**config.mk**
```make
export PLATFORM = sky130hd
export DESIGN_NAME = sensor_reply_packet_deframer
export DESIGN_NICKNAME = d
export VERILOG_FILES = /design/src/hw/rtl/srpd_pkg.sv /design/src/hw/rtl/srpd_core.sv /design/src/hw/rtl/srpd_outbuf.sv /design/src/hw/rtl/sensor_reply_packet_deframer.sv
export SDC_FILE = /design/constraint.sdc
export NUM_CORES = 1
export LEC_CHECK = 0
export ABC_CLOCK_PERIOD_IN_PS = 5700
export BUFFER_PORTS_ARGS = -buffer_cell sky130_fd_sc_hd__buf_2
export CORE_MARGIN = 4
export CORE_UTILIZATION = 40
export CTS_CLUSTER_SIZE = 40
export DETAILED_ROUTE_END_ITERATION = 10
export GPL_TIMING_DRIVEN = 1
export PLACE_DENSITY = 0.55
export SLEW_MARGIN = 20
export SYNTH_ARGS = -nofsm -noshare
export SYNTH_HDL_FRONTEND = slang
export SYNTH_SLANG_ARGS = --single-unit
```
**constraint.sdc**
```tcl
create_clock -name clk -period 5.7 [get_ports clk]
set_clock_uncertainty 0.05 [all_clocks]
set_input_delay 1.14 -clock clk [delete_from_list [all_inputs] [get_ports clk]]
set_output_delay 1.14 -clock clk [all_outputs]
set_load 0.005 [all_outputs]
```
**src/hw/rtl/srpd_pkg.sv**
```systemverilog
// Shared types and constants for the sensor reply packet deframer.
`timescale 1ns / 1ps

package srpd_pkg;

  localparam int unsigned MAX_PAYLOAD_DEF = 247;

  localparam int unsigned CFG_IDX_W  = 1;
  localparam int unsigned CFG_DATA_W = 32;

  localparam logic [CFG_IDX_W-1:0] CFG_DEVICE_ADDRESS = 1'd0;
  localparam logic [CFG_IDX_W-1:0] CFG_TIMEOUT_TICKS  = 1'd1;

  localparam logic [31:0] DEVICE_ADDRESS_RST = 32'hFFFF_FFFF;
  localparam logic [15:0] TIMEOUT_TICKS_RST  = 16'd2000;

  localparam logic [15:0] HDR_SYNC = 16'hEF01;
  localparam logic [7:0]  HDR_FLAG = 8'h07;

  typedef enum logic [1:0] {
    KIND_CONFIRM  = 2'd0,
    KIND_PARAM    = 2'd1,
    KIND_CHECKSUM = 2'd2
  } kind_t;

  typedef enum logic [1:0] {
    ST_PACKET     = 2'd0,
    ST_TIMEOUT    = 2'd1,
    ST_BAD_LENGTH = 2'd2
  } status_t;

  typedef struct packed {
    logic [7:0] rx_byte;
    logic       is_tick;
  } in_word_t;

  typedef struct packed {
    logic [7:0] data_byte;
    logic [7:0] byte_index;
    kind_t      kind;
    logic       last;
    status_t    status;
  } out_word_t;

  typedef struct packed {
    logic      valid;
    out_word_t word;
  } result_t;

endpackage

```
**src/hw/rtl/srpd_core.sv**
```systemverilog
// Header hunt, length capture, payload tagging and tick timeout.
`timescale 1ns / 1ps

module srpd_core #(
  parameter int unsigned MAX_PAYLOAD = srpd_pkg::MAX_PAYLOAD_DEF
) (
  input  logic                             clk,
  input  logic                             rst_n,
  input  logic                             cfg_we,
  input  logic [srpd_pkg::CFG_IDX_W-1:0]   cfg_idx,
  input  logic [srpd_pkg::CFG_DATA_W-1:0]  cfg_wdata,
  input  logic                             accept,
  input  srpd_pkg::in_word_t               in_word,
  output srpd_pkg::result_t                result
);

  typedef enum logic [1:0] {
    PH_HUNT    = 2'd0,
    PH_LEN_HI  = 2'd1,
    PH_LEN_LO  = 2'd2,
    PH_PAYLOAD = 2'd3
  } phase_t;

  logic [31:0] device_address_r;
  logic [15:0] timeout_ticks_r;

  phase_t      phase_r, phase_nxt;
  logic [47:0] window_r, window_nxt;
  logic [7:0]  len_hi_r, len_hi_nxt;
  logic [7:0]  left_r, left_nxt;
  logic [7:0]  pos_r, pos_nxt;
  logic [15:0] ticks_r, ticks_nxt;

  logic [15:0] ticks_inc;
  logic [15:0] length;

  assign ticks_inc = (ticks_r != 16'hFFFF) ? ticks_r + 16'd1 : ticks_r;
  assign length    = {len_hi_r, in_word.rx_byte};

  always_ff @(posedge clk) begin
    if (!rst_n) begin
      device_address_r <= srpd_pkg::DEVICE_ADDRESS_RST;
      timeout_ticks_r  <= srpd_pkg::TIMEOUT_TICKS_RST;
    end else if (cfg_we) begin
      unique case (cfg_idx)
        srpd_pkg::CFG_DEVICE_ADDRESS: device_address_r <= cfg_wdata[31:0];
        srpd_pkg::CFG_TIMEOUT_TICKS:  timeout_ticks_r  <= cfg_wdata[15:0];
        default: ;
      endcase
    end
  end

  always_comb begin
    phase_nxt  = phase_r;
    window_nxt = window_r;
    len_hi_nxt = len_hi_r;
    left_nxt   = left_r;
    pos_nxt    = pos_r;
    ticks_nxt  = ticks_r;
    result     = '0;

    if (accept) begin
      if (in_word.is_tick) begin
        ticks_nxt = ticks_inc;
        if (ticks_inc >= timeout_ticks_r) begin
          ticks_nxt          = '0;
          result.valid       = 1'b1;
          result.word.last   = 1'b1;
          result.word.status = srpd_pkg::ST_TIMEOUT;
        end
      end else begin
        unique case (phase_r)
          PH_HUNT: begin
            // The window is emptied on a match so header bytes never count twice.
            if (window_r == {srpd_pkg::HDR_SYNC, device_address_r} &&
                in_word.rx_byte == srpd_pkg::HDR_FLAG) begin
              window_nxt = '0;
              phase_nxt  = PH_LEN_HI;
            end else begin
              window_nxt = {window_r[39:0], in_word.rx_byte};
            end
          end
          PH_LEN_HI: begin
            len_hi_nxt = in_word.rx_byte;
            phase_nxt  = PH_LEN_LO;
          end
          PH_LEN_LO: begin
            if (length == 16'd0 || length > 16'(MAX_PAYLOAD)) begin
              phase_nxt          = PH_HUNT;
              result.valid       = 1'b1;
              result.word.last   = 1'b1;
              result.word.status = srpd_pkg::ST_BAD_LENGTH;
            end else begin
              left_nxt  = length[7:0];
              pos_nxt   = '0;
              phase_nxt = PH_PAYLOAD;
            end
          end
          PH_PAYLOAD: begin
            result.valid          = 1'b1;
            result.word.data_byte = in_word.rx_byte;
            result.word.byte_index = pos_r;
            result.word.status    = srpd_pkg::ST_PACKET;
            result.word.last      = (left_r <= 8'd1);
            if (pos_r == 8'd0) begin
              result.word.kind = srpd_pkg::KIND_CONFIRM;
            end else if (left_r <= 8'd2) begin
              result.word.kind = srpd_pkg::KIND_CHECKSUM;
            end else begin
              result.word.kind = srpd_pkg::KIND_PARAM;
            end
            pos_nxt = pos_r + 8'd1;
            if (left_r <= 8'd1) begin
              left_nxt  = '0;
              phase_nxt = PH_HUNT;
              ticks_nxt = '0;
            end else begin
              left_nxt = left_r - 8'd1;
            end
          end
          default: ;
        endcase
      end
    end
  end

  always_ff @(posedge clk) begin
    if (!rst_n) begin
      phase_r  <= PH_HUNT;
      window_r <= '0;
      len_hi_r <= '0;
      left_r   <= '0;
      pos_r    <= '0;
      ticks_r  <= '0;
    end else begin
      phase_r  <= phase_nxt;
      window_r <= window_nxt;
      len_hi_r <= len_hi_nxt;
      left_r   <= left_nxt;
      pos_r    <= pos_nxt;
      ticks_r  <= ticks_nxt;
    end
  end

endmodule

```
**src/hw/rtl/srpd_outbuf.sv**
```systemverilog
// Result register with a skid stage so input stays open while a result waits.
`timescale 1ns / 1ps

module srpd_outbuf (
  input  logic                  clk,
  input  logic                  rst_n,
  input  srpd_pkg::result_t     result,
  output logic                  in_ready,
  output logic                  out_valid,
  input  logic                  out_ready,
  output srpd_pkg::out_word_t   out_data
);

  logic                main_valid_r;
  srpd_pkg::out_word_t main_word_r;
  logic                skid_valid_r;
  srpd_pkg::out_word_t skid_word_r;

  logic drain;

  // A new result can only arrive while the skid stage is empty.
  assign in_ready  = !skid_valid_r;
  assign drain     = !main_valid_r || out_ready;
  assign out_valid = main_valid_r;
  assign out_data  = main_word_r;

  always_ff @(posedge clk) begin
    if (!rst_n) begin
      main_valid_r <= 1'b0;
      skid_valid_r <= 1'b0;
    end else if (drain) begin
      main_valid_r <= skid_valid_r || result.valid;
      skid_valid_r <= 1'b0;
    end else if (result.valid) begin
      skid_valid_r <= 1'b1;
    end
  end

  always_ff @(posedge clk) begin
    if (drain) begin
      main_word_r <= skid_valid_r ? skid_word_r : result.word;
    end else if (result.valid) begin
      skid_word_r <= result.word;
    end
  end

endmodule

```
**src/hw/rtl/sensor_reply_packet_deframer.sv**
```systemverilog
// Result words are registered to out_data; the skid stage holds one while out_ready stalls.
// Throughput: one input word per cycle; the skid stage keeps in_ready high while one
// result waits, so input stalls only when two results are held back by out_ready.
// Reset is synchronous and active low: hunting restarts with an empty window, tick count
// zero, device_address all ones and timeout_ticks 2000; no result words are held.
`timescale 1ns / 1ps

module sensor_reply_packet_deframer #(
  parameter int unsigned MAX_PAYLOAD = srpd_pkg::MAX_PAYLOAD_DEF
) (
  input  logic                             clk,
  input  logic                             rst_n,
  input  logic                             cfg_we,
  input  logic [srpd_pkg::CFG_IDX_W-1:0]   cfg_idx,
  input  logic [srpd_pkg::CFG_DATA_W-1:0]  cfg_wdata,
  input  logic                             in_valid,
  output logic                             in_ready,
  input  srpd_pkg::in_word_t               in_data,
  output logic                             out_valid,
  input  logic                             out_ready,
  output srpd_pkg::out_word_t              out_data
);

  srpd_pkg::result_t result;
  logic              accept;

  assign accept = in_valid && in_ready;

  srpd_core #(
    .MAX_PAYLOAD(MAX_PAYLOAD)
  ) u_core (
    .clk      (clk),
    .rst_n    (rst_n),
    .cfg_we   (cfg_we),
    .cfg_idx  (cfg_idx),
    .cfg_wdata(cfg_wdata),
    .accept   (accept),
    .in_word  (in_data),
    .result   (result)
  );

  srpd_outbuf u_outbuf (
    .clk      (clk),
    .rst_n    (rst_n),
    .result   (result),
    .in_ready (in_ready),
    .out_valid(out_valid),
    .out_ready(out_ready),
    .out_data (out_data)
  );

`ifndef SYNTH
  // A full skid stage means the result register is holding a word too.
  a_skid_implies_main: assert property (@(posedge clk) disable iff (!rst_n)
    !in_ready |-> out_valid)
    else $error("skid stage full with empty result register");

  a_status_is_last: assert property (@(posedge clk) disable iff (!rst_n)
    out_valid && out_data.status != srpd_pkg::ST_PACKET |-> out_data.last)
    else $error("status word without last");

  a_checksum_not_first: assert property (@(posedge clk) disable iff (!rst_n)
    out_valid && out_data.kind == srpd_pkg::KIND_CHECKSUM |-> out_data.byte_index != 8'd0)
    else $error("checksum word at index zero");

  a_accept_to_result: assert property (@(posedge clk) disable iff (!rst_n)
    accept && result.valid && !$past(out_valid && !out_ready) |=> out_valid)
    else $error("result word lost after acceptance");
`endif

endmodule
```
==> impl_metrics.tcl <==
set metrics [dict create \
    post_cts_buffers 0 \
    worstPathMaxFanout 21 \
    numPortBuffers 69 \
    clkLatencyLatePin_ps 430 \
    cts_hold_buffers 0 \
    routed_wl_mm 19.0 \
    min_path_cells 2 \
    cts-buffers-inserted 17 \
    max_freq_mhz 230 \
    ant_nets 0 \
    synth_top_area_share_pct 34.0 \
    first_iter_violations 471 \
    ir_drop_mv 0.176 \
    fp.dieArea_sq_mm 0.0230 \
    clkPwrFrac_pct 42.8 \
    regToRegEndpoint "u_outbuf.skid_word_r[16]" \
    power.total_w 0.00267 \
    powerDensity_mw_per_mm2 284 \
    async_flop_share_pct 0 \
    drive_gt1_share_pct 14.7 \
    synth_edf_count 42 \
    die_w_um 152 \
    grt.total_usage_pct 17.2 \
    cts.sink_count 182 \
    yosys.area.top_type "dfxtp_1" \
    p_leak_nw 3.88 \
    hold_end "u_core.window_r[44]" \
    worst_pin_slew_ps 1080 \
    synth_seq_cells 182 \
    final_net_count 989 \
    synthTopCellsByArea "dfxtp_1, edfxtp_1, nand2_1" \
    drc 0 \
    ctsResizeCount 0 \
    max_slew_margin_pct 27.8 \
    coreArea_sq_mm 0.0202 \
    grt_overflow_total 0 \
    num_rows 52 \
    slowest_delay_ps 750 \
    p_sw_w 0.000646 \
    setup.worst_path.end_class "flip-flop" \
    clkSlewWorstSetupHoldPaths_ps 70 \
    num_vias 6171 \
    critical-path-top-delay-family "compound AO/OA/AOI/OAI gates" \
    grt_max_degree 73 \
    period_share_pct 76.3 \
    cpMaxStageDelayCell "o31ai_1" \
    routabilityCongestion 0.806 \
    synth_flop_cell "dfxtp_1" \
    syn_avg_cell_area_sq_um 9.52 \
    fin_crit_ps 4350 \
    pwr-share-comb_pct 6.1 \
    whs_ps 413 \
    path_class "flip-flop to flip-flop" \
    cts-htree-levels 4 \
    root_buffer "clkbuf_16" \
    antenna_found_initial 0 \
    post-route-util_pct 46.5 \
    yosysSeqAreaShare_pct 49.3 \
    critPathRequiredTime_ps 5750 \
    crit_chain "and3_1 > nand2_1 > o31ai_1 > nor2_1 > xnor2_1 > ha_1 > nand4_1 > or4_4 > o32ai_4 > nor4_2 > a2111oi_4 > buf_4" \
    wl_per_cell_um 15.8 \
    grt_pass1_vias 5901 \
    grt_pass1_wl_mm 31.3 \
    switching_share_pct 24.2 \
    hold_class "flip-flop to flip-flop" \
    seq_power_share_pct 51.2 \
    critPathBufInv 1 \
    status "finished clean" \
    synthesis.nets 935 \
    io_pins 70 \
    worstPathArrival_ps 4400 \
    rsz0062_at_grt "no" \
    max_cap_violations 0 \
    netlist_top_cells_count "nand2_1, dfxtp_1, nand3_1, edfxtp_1, xnor2_1" \
    drtPass1Iterations 5 \
    start_util_pct 40.7 \
    dieHeight_um 152 \
    synth_area_sq_mm 0.00824 \
    r2r.worst_path.cells 12 \
    min_from "u_core.window_r[44]" \
    cts_tree "yes" \
    finalMaxSlewViolations 0 \
    hold_violations 0 \
    power.internal_w 0.00202 \
    fin_setup_tns_ps 0 \
    worst_setup_path_start_kind "flip-flop" \
    syn_inst 866 \
    setup_viol_count_final 0 \
    area_growth_pct 14.1 \
    yosysMostFrequentCell "nand2_1" \
    synth.distinct_cells 68 \
    dpl.hpwl_mm 13.3 \
    n_antenna_cell 0 \
    yosys_warnings 0 \
    r2r_start "u_core.ticks_r[13]" \
    avgViaCountPerCell 5.13 \
    clockBufferDepth 2 \
    rrSetupSlack_ps 1350 \
]
[per-layer routing]
layer	GRT usage (%)	up-vias	wire length [um]	share of wire, %
li1	-	3189	-	-
met1	24.7	2869	9660	51
met2	27.1	97	8460	45
met3	3.15	16	668	3.5
met4	4.04	0	181	0.95
met5	0	-	0	0
[registers in the layout (all words and copies together), names as in the netlist, 2 cells and up]
signal                   flops
u_core.window_r             48
u_core.device_address_r     32
u_outbuf.out_data           21
u_outbuf.skid_word_r        21
u_core.ticks_r              16
u_core.timeout_ticks_r      16
u_core.left_r                8
u_core.len_hi_r              8
u_core.pos_r                 8
u_core.phase_r               2
[per-stage QoR]
| step | area, sq um | setup slack [ps] | std cells |
|---|---|---|---|
| global route | 9410 | 989 | 1203 |
| global placement | 8840 | 1430 | 1171 |
| CTS | 9410 | 1350 | 1203 |
| floorplan | 8240 | 951 | 866 |
| finish | 9410 | 1350 | 1203 |
| detailed placement | 8840 | 1390 | 1171 |
[worst register-to-register path, cell delays in order (launching register included)]
cell and delay, ps:
dfxtp_1 440, and3_1 240, nand2_1 120, o31ai_1 750, nor2_1 150, xnor2_1 170
ha_1 270, nand4_1 110, or4_4 510, o32ai_4 360, nor4_2 130, a2111oi_4 340
buf_4 370
[cells in the final DEF, fill, tap and decap left out, types with 5 or more instances in the layout]
cell type and instances:
nor4_1 6, a22o_1 37, or2_2 6, clkbuf_16 17, o21ai_0 19, a21boi_0 25, buf_2 69, a21o_1 24
a22oi_1 5, buf_4 10, mux2i_1 9, edfxtp_1 42, o211ai_1 9, a21oi_1 20, inv_6 5, ha_1 22
nand2_1 163, a31oi_1 10, inv_1 31, and2_1 20, nor2b_1 18, nor2_1 32, o21a_1 5, nor3_1 8
nand3_1 53, nand4_1 16, xnor2_1 39, dfxtp_1 140
[how the worst max path moves through the flow]
stage | from | to | slack, ps | depth (start not counted)
final | u_core.ticks_r[13] | u_outbuf.skid_word_r[16] | 1350 | 12
after global routing | u_core.ticks_r[13] | u_outbuf.skid_word_r[16] | 990 | 12
after CTS | u_core.ticks_r[13] | u_outbuf.skid_word_r[16] | 1350 | 12
after floorplan | u_core.ticks_r[13] | u_outbuf.skid_word_r[0] | 950 | 11
after global placement | u_core.ticks_r[10] | u_outbuf.skid_word_r[4] | 1430 | 12
after detailed placement | u_core.ticks_r[10] | u_outbuf.skid_word_r[8] | 1390 | 12
[power groups by stage]
| stage | Clock (W) | Sequential, W | Combinational [W] |
|---|---|---|---|
| final | 0.00114 | 0.00137 | 0.000162 |
| after global routing | 0.00122 | 0.00137 | 0.000183 |
| after CTS | 0.00117 | 0.00137 | 0.000164 |
| after detailed placement | 0 | 0.00140 | 0.000163 |
| after global placement | 0 | 0.00140 | 0.000163 |
| after floorplan | 0 | 0.00139 | 0.000108 |
[final cells by class]
class / instances / area (sq um)
inverters: 30 / 113
multi-input cells: 610 / 3900
fillers: 1945 / 10800
flip-flops and latches: 182 / 4060
well taps: 270 / 338
clock buffers: 17 / 425
clock inverters: 15 / 144
repair buffers: 79 / 420
[cell families (layout without fill, tap and decap cells)]
logic type,count (synthesis),count (layout),share of synthesized area [%]
and+or+nand+nor,359,359,21.7
DFF,182,182,49.3
AOI/OAI and AO/OA,181,181,16.7
buffers and inverters,74,141,3.67
xor gates and xnor gates,39,39,4.14
adders and majority gates,22,22,3.34
muxes,9,9,1.09
(Power assumes the default switching activity.)
